<file path="config.mk">
export PLATFORM = sky130hd
export DESIGN_NAME = pid_controller_antiwindup
export DESIGN_NICKNAME = d
export VERILOG_FILES = /design/src/hw/rtl/pidaw_pkg.sv /design/src/hw/rtl/pid_controller_antiwindup.sv /design/src/hw/rtl/pidaw_ctrl.sv /design/src/hw/rtl/pidaw_datapath.sv
export SDC_FILE = /design/constraint.sdc
export NUM_CORES = 2
export LEC_CHECK = 0
export BUFFER_PORTS_ARGS = -buffer_cell sky130_fd_sc_hd__buf_2
export CAP_MARGIN = 20
export CORE_ASPECT_RATIO = 1.4
export CORE_MARGIN = 2
export CORE_UTILIZATION = 42
export CTS_CLUSTER_DIAMETER = 120
export DETAILED_ROUTE_END_ITERATION = 10
export GPL_TIMING_DRIVEN = 0
export SLEW_MARGIN = 15
export SYNTH_ARGS = -nofsm -noshare
export SYNTH_HDL_FRONTEND = slang
export SYNTH_SLANG_ARGS = --single-unit
</file>
<file path="constraint.sdc">
create_clock -name clk -period 14.89 [get_ports clk]
set_clock_uncertainty 0.1 [all_clocks]
set_input_delay 0 -clock clk [delete_from_list [all_inputs] [get_ports clk]]
set_output_delay 0 -clock clk [all_outputs]
set_load 0.05 [all_outputs]
</file>
<file path="src/hw/rtl/pidaw_pkg.sv">
`timescale 1ns / 1ps
// ----------------------------------------------------------------------------
// pidaw_pkg
// Shared types and constants for the anti-windup PID controller.
// ----------------------------------------------------------------------------
package pidaw_pkg;

  localparam int SAMPLE_W = 16;
  localparam int CFG_W    = 32;
  localparam int CFG_IDX_W = 3;

  typedef struct packed {
    logic                       op;
    logic signed [SAMPLE_W-1:0] measurement;
  } in_item_t;

  typedef struct packed {
    logic signed [SAMPLE_W-1:0] drive;
    logic                       limited;
  } out_item_t;

  typedef enum logic [CFG_IDX_W-1:0] {
    REG_SETPOINT = 3'd0,
    REG_KP       = 3'd1,
    REG_KI_T     = 3'd2,
    REG_KD_T     = 3'd3,
    REG_OUT_MAX  = 3'd4,
    REG_OUT_MIN  = 3'd5,
    REG_INT_MAX  = 3'd6,
    REG_INT_MIN  = 3'd7
  } cfg_reg_t;

  // Input op codes
  localparam logic OP_UPDATE = 1'b0;
  localparam logic OP_CLEAR  = 1'b1;

  typedef enum logic [2:0] {
    ST_IDLE,
    ST_P,
    ST_I,
    ST_D,
    ST_AW,
    ST_FILT,
    ST_SUM,
    ST_OUT
  } state_t;

  typedef enum logic [3:0] {
    DP_NOP,
    DP_LOAD,
    DP_CLEAR,
    DP_MUL_P,
    DP_MUL_I,
    DP_MUL_D,
    DP_AW,
    DP_FILT,
    DP_SUM,
    DP_OUT
  } dp_op_t;

  typedef struct packed {
    dp_op_t op;
  } ctrl_cmd_t;

  localparam logic signed [51:0] S32_MAX = 52'sd2147483647;
  localparam logic signed [51:0] S32_MIN = -52'sd2147483648;

  function automatic logic signed [31:0] sat32(input logic signed [51:0] x);
    logic signed [31:0] r;
    if (x > S32_MAX) begin
      r = 32'sh7fffffff;
    end else if (x < S32_MIN) begin
      r = -32'sh80000000;
    end else begin
      r = x[31:0];
    end
    return r;
  endfunction

endpackage

</file>
<file path="src/hw/rtl/pid_controller_antiwindup.sv">
`timescale 1ns / 1ps
// An update sample's result is registered when the output step issues it, after the
// P, I, D, AW, FILT and SUM steps. A new update sample is taken only in idle; the five
// products share a single multiplier. A clear beat is taken in idle, with no sequence.
// The input is taken while a finished result still waits on a stalled output.
// Reset (rst_n, synchronous, active low) restores register defaults and zeroes state.
// ----------------------------------------------------------------------------
// pid_controller_antiwindup
// Fixed-point PID with integral clamp, back-calculation anti-windup and a
// first-order filtered derivative on the measurement.
// ----------------------------------------------------------------------------
module pid_controller_antiwindup #(
  parameter int DERIV_FILTER = 8192
) (
  input  logic                             clk,
  input  logic                             rst_n,
  input  logic                             in_valid,
  output logic                             in_stall,
  input  pidaw_pkg::in_item_t              in_data,
  output logic                             out_valid,
  input  logic                             out_stall,
  output pidaw_pkg::out_item_t             out_data,
  input  logic                             cfg_wr_en,
  input  logic [pidaw_pkg::CFG_IDX_W-1:0]  cfg_index,
  input  logic [pidaw_pkg::CFG_W-1:0]      cfg_data
);
  import pidaw_pkg::*;

  ctrl_cmd_t cmd;

  pidaw_ctrl u_ctrl (
    .clk       (clk),
    .rst_n     (rst_n),
    .in_valid  (in_valid),
    .in_op     (in_data.op),
    .in_stall  (in_stall),
    .out_valid (out_valid),
    .out_stall (out_stall),
    .cmd       (cmd)
  );

  pidaw_datapath #(
    .DERIV_FILTER (DERIV_FILTER)
  ) u_datapath (
    .clk       (clk),
    .rst_n     (rst_n),
    .cmd       (cmd),
    .in_data   (in_data),
    .cfg_wr_en (cfg_wr_en),
    .cfg_index (cfg_index),
    .cfg_data  (cfg_data),
    .out_data  (out_data)
  );

endmodule

</file>
<file path="src/hw/rtl/pidaw_ctrl.sv">
`timescale 1ns / 1ps
// ----------------------------------------------------------------------------
// pidaw_ctrl
// Sequencer: walks one sample through the shared-multiplier datapath and
// owns the input and result handshakes.
// ----------------------------------------------------------------------------
module pidaw_ctrl (
  input  logic                  clk,
  input  logic                  rst_n,
  input  logic                  in_valid,
  input  logic                  in_op,
  output logic                  in_stall,
  output logic                  out_valid,
  input  logic                  out_stall,
  output pidaw_pkg::ctrl_cmd_t  cmd
);
  import pidaw_pkg::*;

  state_t state_r, state_nxt;
  logic   out_valid_r, out_valid_nxt;
  logic   in_take;
  logic   out_free;
  logic   emit;

  assign in_take  = in_valid && (state_r == ST_IDLE);
  assign out_free = !out_valid_r || !out_stall;
  assign emit     = (state_r == ST_OUT) && out_free;

  // next state
  always_comb begin
    state_nxt = state_r;
    unique case (state_r)
      ST_IDLE: begin
        if (in_take && (in_op == OP_UPDATE)) state_nxt = ST_P;
      end
      ST_P:    state_nxt = ST_I;
      ST_I:    state_nxt = ST_D;
      ST_D:    state_nxt = ST_AW;
      ST_AW:   state_nxt = ST_FILT;
      ST_FILT: state_nxt = ST_SUM;
      ST_SUM:  state_nxt = ST_OUT;
      ST_OUT: begin
        if (out_free) state_nxt = ST_IDLE;
      end
      default: state_nxt = ST_IDLE;
    endcase
  end

  // outputs
  always_comb begin
    in_stall      = (state_r != ST_IDLE);
    out_valid_nxt = emit || (out_valid_r && out_stall);
    cmd.op        = DP_NOP;
    unique case (state_r)
      ST_IDLE: begin
        if (in_take) cmd.op = (in_op == OP_CLEAR) ? DP_CLEAR : DP_LOAD;
      end
      ST_P:    cmd.op = DP_MUL_P;
      ST_I:    cmd.op = DP_MUL_I;
      ST_D:    cmd.op = DP_MUL_D;
      ST_AW:   cmd.op = DP_AW;
      ST_FILT: cmd.op = DP_FILT;
      ST_SUM:  cmd.op = DP_SUM;
      ST_OUT: begin
        if (out_free) cmd.op = DP_OUT;
      end
      default: cmd.op = DP_NOP;
    endcase
  end

  always_ff @(posedge clk) begin
    if (!rst_n) begin
      state_r     <= ST_IDLE;
      out_valid_r <= 1'b0;
    end else begin
      state_r     <= state_nxt;
      out_valid_r <= out_valid_nxt;
    end
  end

  assign out_valid = out_valid_r;

  a_update_starts: assert property (@(posedge clk) disable iff (!rst_n)
    (in_valid && !in_stall && (in_op == OP_UPDATE)) |=> (state_r == ST_P))
    else $error("update beat did not start the sequence");

  a_clear_no_result: assert property (@(posedge clk) disable iff (!rst_n)
    (in_valid && !in_stall && (in_op == OP_CLEAR)) |=> (state_r == ST_IDLE))
    else $error("clear beat left idle");

  a_result_from_out: assert property (@(posedge clk) disable iff (!rst_n)
    $rose(out_valid_r) |-> $past(state_r == ST_OUT))
    else $error("result raised outside the output step");

  a_no_overwrite: assert property (@(posedge clk) disable iff (!rst_n)
    (out_valid_r && out_stall) |-> (cmd.op != DP_OUT))
    else $error("pending result overwritten");

endmodule

</file>
<file path="src/hw/rtl/pidaw_datapath.sv">
`timescale 1ns / 1ps
// ----------------------------------------------------------------------------
// pidaw_datapath
// Config registers, controller state and the PID arithmetic around one
// shared 32x17 signed multiplier.
// ----------------------------------------------------------------------------
module pidaw_datapath #(
  parameter int DERIV_FILTER = 8192
) (
  input  logic                                 clk,
  input  logic                                 rst_n,
  input  pidaw_pkg::ctrl_cmd_t                 cmd,
  input  pidaw_pkg::in_item_t                  in_data,
  input  logic                                 cfg_wr_en,
  input  logic [pidaw_pkg::CFG_IDX_W-1:0]      cfg_index,
  input  logic [pidaw_pkg::CFG_W-1:0]          cfg_data,
  output pidaw_pkg::out_item_t                 out_data
);
  import pidaw_pkg::*;

  localparam logic signed [16:0] FILT_A = 17'(32768 - DERIV_FILTER);
  localparam logic signed [16:0] FILT_B = 17'(DERIV_FILTER);
  localparam logic signed [51:0] HALF_Q16 = 52'sd32768;

  // configuration
  logic signed [15:0] setpoint_r, out_max_r, out_min_r, int_max_r, int_min_r;
  logic signed [31:0] kp_r, ki_t_r, kd_t_r;

  // controller state
  logic signed [31:0] acc_r, filt_r;
  logic signed [15:0] last_r;

  // per-sample work registers
  logic signed [15:0] meas_r;
  logic signed [16:0] err_r, dm_r;
  logic signed [48:0] p_r, fa_r;
  logic signed [49:0] i_r, fsum_r;
  logic signed [31:0] raw_r, ic_r, d_r;
  logic signed [51:0] pi_r;
  out_item_t          out_data_r, out_data_nxt;

  // shared multiplier
  logic signed [31:0] mul_a;
  logic signed [16:0] mul_b;
  logic signed [48:0] mul_p;

  always_comb begin
    mul_a = kp_r;
    mul_b = err_r;
    case (cmd.op)
      DP_MUL_I: begin
        mul_a = ki_t_r;
        mul_b = err_r;
      end
      DP_MUL_D: begin
        mul_a = kd_t_r;
        mul_b = dm_r;
      end
      DP_AW: begin
        mul_a = raw_r;
        mul_b = FILT_A;
      end
      DP_FILT: begin
        mul_a = filt_r;
        mul_b = FILT_B;
      end
      default: begin
        mul_a = kp_r;
        mul_b = err_r;
      end
    endcase
  end

  assign mul_p = 49'(mul_a) * 49'(mul_b);

  // integral clamp
  logic signed [49:0] imax_q, imin_q, i_int;
  assign imax_q = 50'($signed({int_max_r, 16'h0000}));
  assign imin_q = 50'($signed({int_min_r, 16'h0000}));
  always_comb begin
    if (i_r > imax_q) begin
      i_int = imax_q;
    end else if (i_r < imin_q) begin
      i_int = imin_q;
    end else begin
      i_int = i_r;
    end
  end

  // raw derivative on the measurement, negated
  logic signed [51:0] raw_neg;
  assign raw_neg = 52'(-(50'(mul_p)));

  // back-calculation anti-windup
  logic signed [50:0] omax_q, omin_q, pi_sum, i_hi, i_lo, i_aw;
  assign omax_q = 51'($signed({out_max_r, 16'h0000}));
  assign omin_q = 51'($signed({out_min_r, 16'h0000}));
  assign pi_sum = 51'(p_r) + 51'(i_r);
  assign i_hi   = omax_q - 51'(p_r);
  assign i_lo   = omin_q - 51'(p_r);
  always_comb begin
    if (pi_sum > omax_q) begin
      i_aw = i_hi;
    end else if (pi_sum < omin_q) begin
      i_aw = i_lo;
    end else begin
      i_aw = 51'(i_r);
    end
  end

  // output rounding and clamp
  logic signed [51:0] y_sum;
  logic signed [35:0] y_full;
  logic signed [35:0] omax_y, omin_y;
  assign y_sum  = pi_r + 52'(d_r);
  assign y_full = y_sum[51:16];
  assign omax_y = 36'(out_max_r);
  assign omin_y = 36'(out_min_r);
  always_comb begin
    if (y_full > omax_y) begin
      out_data_nxt.drive   = out_max_r;
      out_data_nxt.limited = 1'b1;
    end else if (y_full < omin_y) begin
      out_data_nxt.drive   = out_min_r;
      out_data_nxt.limited = 1'b1;
    end else begin
      out_data_nxt.drive   = y_full[15:0];
      out_data_nxt.limited = 1'b0;
    end
  end

  // configuration writes
  always_ff @(posedge clk) begin
    if (!rst_n) begin
      setpoint_r <= '0;
      kp_r       <= '0;
      ki_t_r     <= '0;
      kd_t_r     <= '0;
      out_max_r  <= 16'sh7fff;
      out_min_r  <= -16'sh8000;
      int_max_r  <= 16'sh7fff;
      int_min_r  <= -16'sh8000;
    end else if (cfg_wr_en) begin
      unique case (cfg_reg_t'(cfg_index))
        REG_SETPOINT: setpoint_r <= cfg_data[15:0];
        REG_KP:       kp_r       <= cfg_data;
        REG_KI_T:     ki_t_r     <= cfg_data;
        REG_KD_T:     kd_t_r     <= cfg_data;
        REG_OUT_MAX:  out_max_r  <= cfg_data[15:0];
        REG_OUT_MIN:  out_min_r  <= cfg_data[15:0];
        REG_INT_MAX:  int_max_r  <= cfg_data[15:0];
        REG_INT_MIN:  int_min_r  <= cfg_data[15:0];
        default: ;
      endcase
    end
  end

  // controller state, zeroed by a clear beat and committed when the result is issued
  always_ff @(posedge clk) begin
    if (!rst_n) begin
      acc_r  <= '0;
      last_r <= '0;
      filt_r <= '0;
    end else if (cmd.op == DP_CLEAR) begin
      acc_r  <= '0;
      last_r <= '0;
      filt_r <= '0;
    end else if (cmd.op == DP_OUT) begin
      acc_r  <= ic_r;
      last_r <= meas_r;
      filt_r <= d_r;
    end
  end

  // work registers
  always_ff @(posedge clk) begin
    case (cmd.op)
      DP_LOAD: begin
        meas_r <= in_data.measurement;
        err_r  <= 17'(setpoint_r) - 17'(in_data.measurement);
        dm_r   <= 17'(in_data.measurement) - 17'(last_r);
      end
      DP_MUL_P: p_r <= mul_p;
      DP_MUL_I: i_r <= 50'(acc_r) + 50'(mul_p);
      DP_MUL_D: begin
        raw_r <= sat32(raw_neg);
        i_r   <= i_int;
      end
      DP_AW: begin
        ic_r <= sat32(52'(i_aw));
        fa_r <= mul_p;
      end
      DP_FILT: fsum_r <= 50'(fa_r) + 50'(mul_p);
      DP_SUM: begin
        d_r  <= sat32(52'(fsum_r >>> 15));
        pi_r <= 52'(p_r) + 52'(ic_r) + HALF_Q16;
      end
      DP_OUT: out_data_r <= out_data_nxt;
      default: ;
    endcase
  end

  assign out_data = out_data_r;

endmodule
</file>
==> impl_metrics.tcl <==
set metrics [dict create \
    finalCriticalPeriod_ns 14.30 \
    fill_cells 15600 \
    post_synth_num_cell_types 106 \
    gp_routability_congestion 1.08 \
    drt_first_pass_iters 6 \
    number_of_buffers_inserted_by_port_buffering 56 \
    worstSetupStartpointType "flip-flop" \
    grt_antenna_before_repair 13 \
    ys.warnings.count 0 \
    route.detailed.wl_per_inst_um 25.4 \
    htree_num_levels 3 \
    startpoint "u_ctrl.state_r[0]" \
    io_pins 76 \
    route.vias.total 58300 \
    critical-path-top-cell-by-count "sky130_fd_sc_hd__fa_1" \
    dieArea_sq_um 163000 \
    grt_pass1_wl_um 379000 \
    largest_net_degree_at_the_start_of_global_routing 51 \
    drv.max_cap_violation_count 0 \
    core_area_sq_um 159000 \
    drc_errors 0 \
    ys_async_sr_fraction 0 \
    syn_to_final_growth_pct 10.4 \
    routed_via_density 5.73 \
    grt_pass1_vias 60200 \
    final_max_slew_viol_count 0 \
    crit-reg2reg-launch "u_ctrl.state_r[0]" \
    timing.slew.headroom 0.200 \
    synth_area_leader_cell "sky130_fd_sc_hd__edfxtp_1" \
    ys_dominant_reg_cell "sky130_fd_sc_hd__edfxtp_1" \
    share_of_the_cycle_needed_by_the_critical_path_after_routing 0.960 \
    synth-edff-count 398 \
    clock_sink_count 658 \
    final.hold.worst_slack_ns 0.0779 \
    yosys-top-cells-area "sky130_fd_sc_hd__edfxtp_1 (18%), sky130_fd_sc_hd__fa_1 (16%), sky130_fd_sc_hd__ha_1 (12%)" \
    cts_tree "yes" \
    buffer_depth_of_the_longest_clock_path 3 \
    detailedRoute.firstIterationViolations 3970 \
    worst_pin_slew_ns 1.19 \
    cts.reportedPaths.clkPinSlew_ns 0.06 \
    core.rowCount 173 \
    route.final.wire_length_um 258000 \
    syn_area_sq_um 67200 \
    grt_setup_unrepaired "no" \
    setup_viol 0 \
    synth_cells 7747 \
    starting_utilization_of_the_core_area 0.423 \
    achievable_freq_mhz 69.9 \
    root_buffer "sky130_fd_sc_hd__clkbuf_16" \
    crit_path_max_fanout 10 \
    result_of_the_run "completed" \
    synth.yosys.seq_area_share 0.255 \
    final.setup.tns_ns 0 \
    ys_seq_elements 658 \
    grt-ovfl-total 0 \
    final_core_util 0.467 \
    synth_top_area_frac 0.178 \
    crit_path_max_incr_delay_ns 0.58 \
    drtAntennaViolNets 0 \
    crit_slowest_cell "sky130_fd_sc_hd__fa_1" \
    min_from "cfg_data[23]" \
    chipHeight_um 477 \
    grt_usage 0.315 \
    worst-endpoint-required_ns 15.21 \
    design.final.nets 9258 \
    min-delay-path-class "in -> reg" \
    finalHoldViolCount 0 \
    horizontal_die_dimension_um 342 \
    postSynthAreaPerCell_sq_um 8.67 \
    crit_path_end_kind "flip-flop" \
    synth_fp_nets 9001 \
    detailedPlacementHpwl_um 216000 \
    skew_pair_late_insertion_delay_ns 0.68 \
    number_of_clock_buffers_inserted_by_tritoncts 68 \
    worstSetupPathType "reg -> reg" \
    layout-drive-gt1-share 0.0589 \
    endpoint_arrival_time_on_the_critical_path_ns 14.61 \
]
[cell families after synthesis]
logic type	after synthesis	synth area share
AO/OA/AOI/OAI	1798	0.174
XOR/XNOR	351	0.0457
adder cells (fa/ha/maj)	1198	0.282
buffers and inverters	1149	0.0653
flip-flops	658	0.255
multiplexers	42	0.00631
AND/OR/NAND/NOR	2551	0.171
[cells in the mapped netlist, drive strengths merged (18+ instances only)]
master,count
nand4,77
nor2b,77
a22o,39
nand2b,69
and2,62
nor3b,18
a221oi,18
a21oi,584
o31ai,31
dfxtp,260
or4,18
or2,43
a21o,199
a31oi,42
a211oi,52
o211ai,65
o21bai,39
fa,526
inv,849
a21boi,117
ha,671
nor2,635
mux2i,39
xor2,119
edfxtp,398
or3,36
nand2,1147
nand3,110
xnor2,232
o21a,100
and3,45
o21ai,322
nor3,125
nor4,37
clkbuf,269
buf,31
[layout by cell type (no fill, tap or decap), drive strengths merged, types with 141 or more instances in the layout]
| cell | n |
|---|---|
| xnor2 | 232 |
| o21ai | 322 |
| clkbuf | 353 |
| a21oi | 584 |
| a21o | 199 |
| dfxtp | 260 |
| inv | 854 |
| edfxtp | 398 |
| nand2 | 1147 |
| ha | 671 |
| fa | 526 |
| nor2 | 635 |
| buf | 141 |
[registers in the layout (all words and copies together), names as in the netlist, 17 cells and up]
| register | count |
|---|---|
| u_datapath.pi_r | 52 |
| u_datapath.out_data | 17 |
| u_datapath.fa_r | 49 |
| u_datapath.filt_r | 32 |
| u_datapath.i_r | 50 |
| u_datapath.acc_r | 32 |
| u_datapath.kd_t_r | 32 |
| u_datapath.raw_r | 32 |
| u_datapath.fsum_r | 35 |
| u_datapath.ki_t_r | 32 |
| u_datapath.kp_r | 32 |
| u_datapath.p_r | 49 |
| u_datapath.ic_r | 32 |
| u_datapath.d_r | 32 |
| u_datapath.dm_r | 17 |
| u_datapath.err_r | 17 |
[critical path, delay by kind of cell, from the launching register on]
family	cells	cell delay [ns]
fa+ha+maj	10	4.58
buf+inv	9	1.63
simple gates	10	2.75
compound gates	14	4.44
flops	1	0.36
xor+xnor	1	0.14
[per-layer routing]
layer	vias up	global-route usage	routed length, um
met1	28400	0.308	86200
met2	1970	0.553	128000
met3	839	0.0499	13200
met5	-	0	51
met4	12	0.315	31300
li1	27100	-	-
[repair_timing]
action                                  CTS  global route
cloned                                    0             1
endpoints found under the hold margin   230             0
endpoints found under the setup margin   35             8
gates resized for setup                  25            49
setup buffers                             2             3
hold buffers                             79             0
pin swaps                                 1             0
[stage by stage]
stage          worst slack [ns]  std cells  instance area, sq um
5_1_grt                  0.0159      10200                 74200
2_1_floorplan              1.87       7747                 67200
6_report                  0.593      10200                 74200
3_5_place_dp              -1.49       9956                 70900
4_1_cts                  0.0360      10200                 74100
3_3_place_gp              -5.40       9903                 70100
[final timing paths]
check             cells after the start  slack [ns]                    end
hold / removal                        4        0.08  u_datapath.ki_t_r[23]
setup reg to reg                     44        0.59  u_datapath.fsum_r[48]
setup / recovery                     44        0.59  u_datapath.fsum_r[48]
hold reg to reg                       2        0.36  u_datapath.kd_t_r[18]
[layout make-up]
class                           instances  area, sq um  share of cell area
Tap cell                             2100         2630              0.0354
Multi-Input combinational cell       5940        46000               0.620
Inverter                              849         3190              0.0430
Buffer                                291         1210              0.0163
Clock inverter                         36          413             0.00557
Sequential cell                       658        17200               0.231
Timing Repair inverter                  1         5.00           0.0000675
Antenna cell                            7         17.5            0.000236
Clock buffer                           89         1870              0.0253
Timing Repair Buffer                  195         1670              0.0225
Power is not shown: default switching activity piles up to over one toggle a cycle in this logic, so the estimate is an artifact.
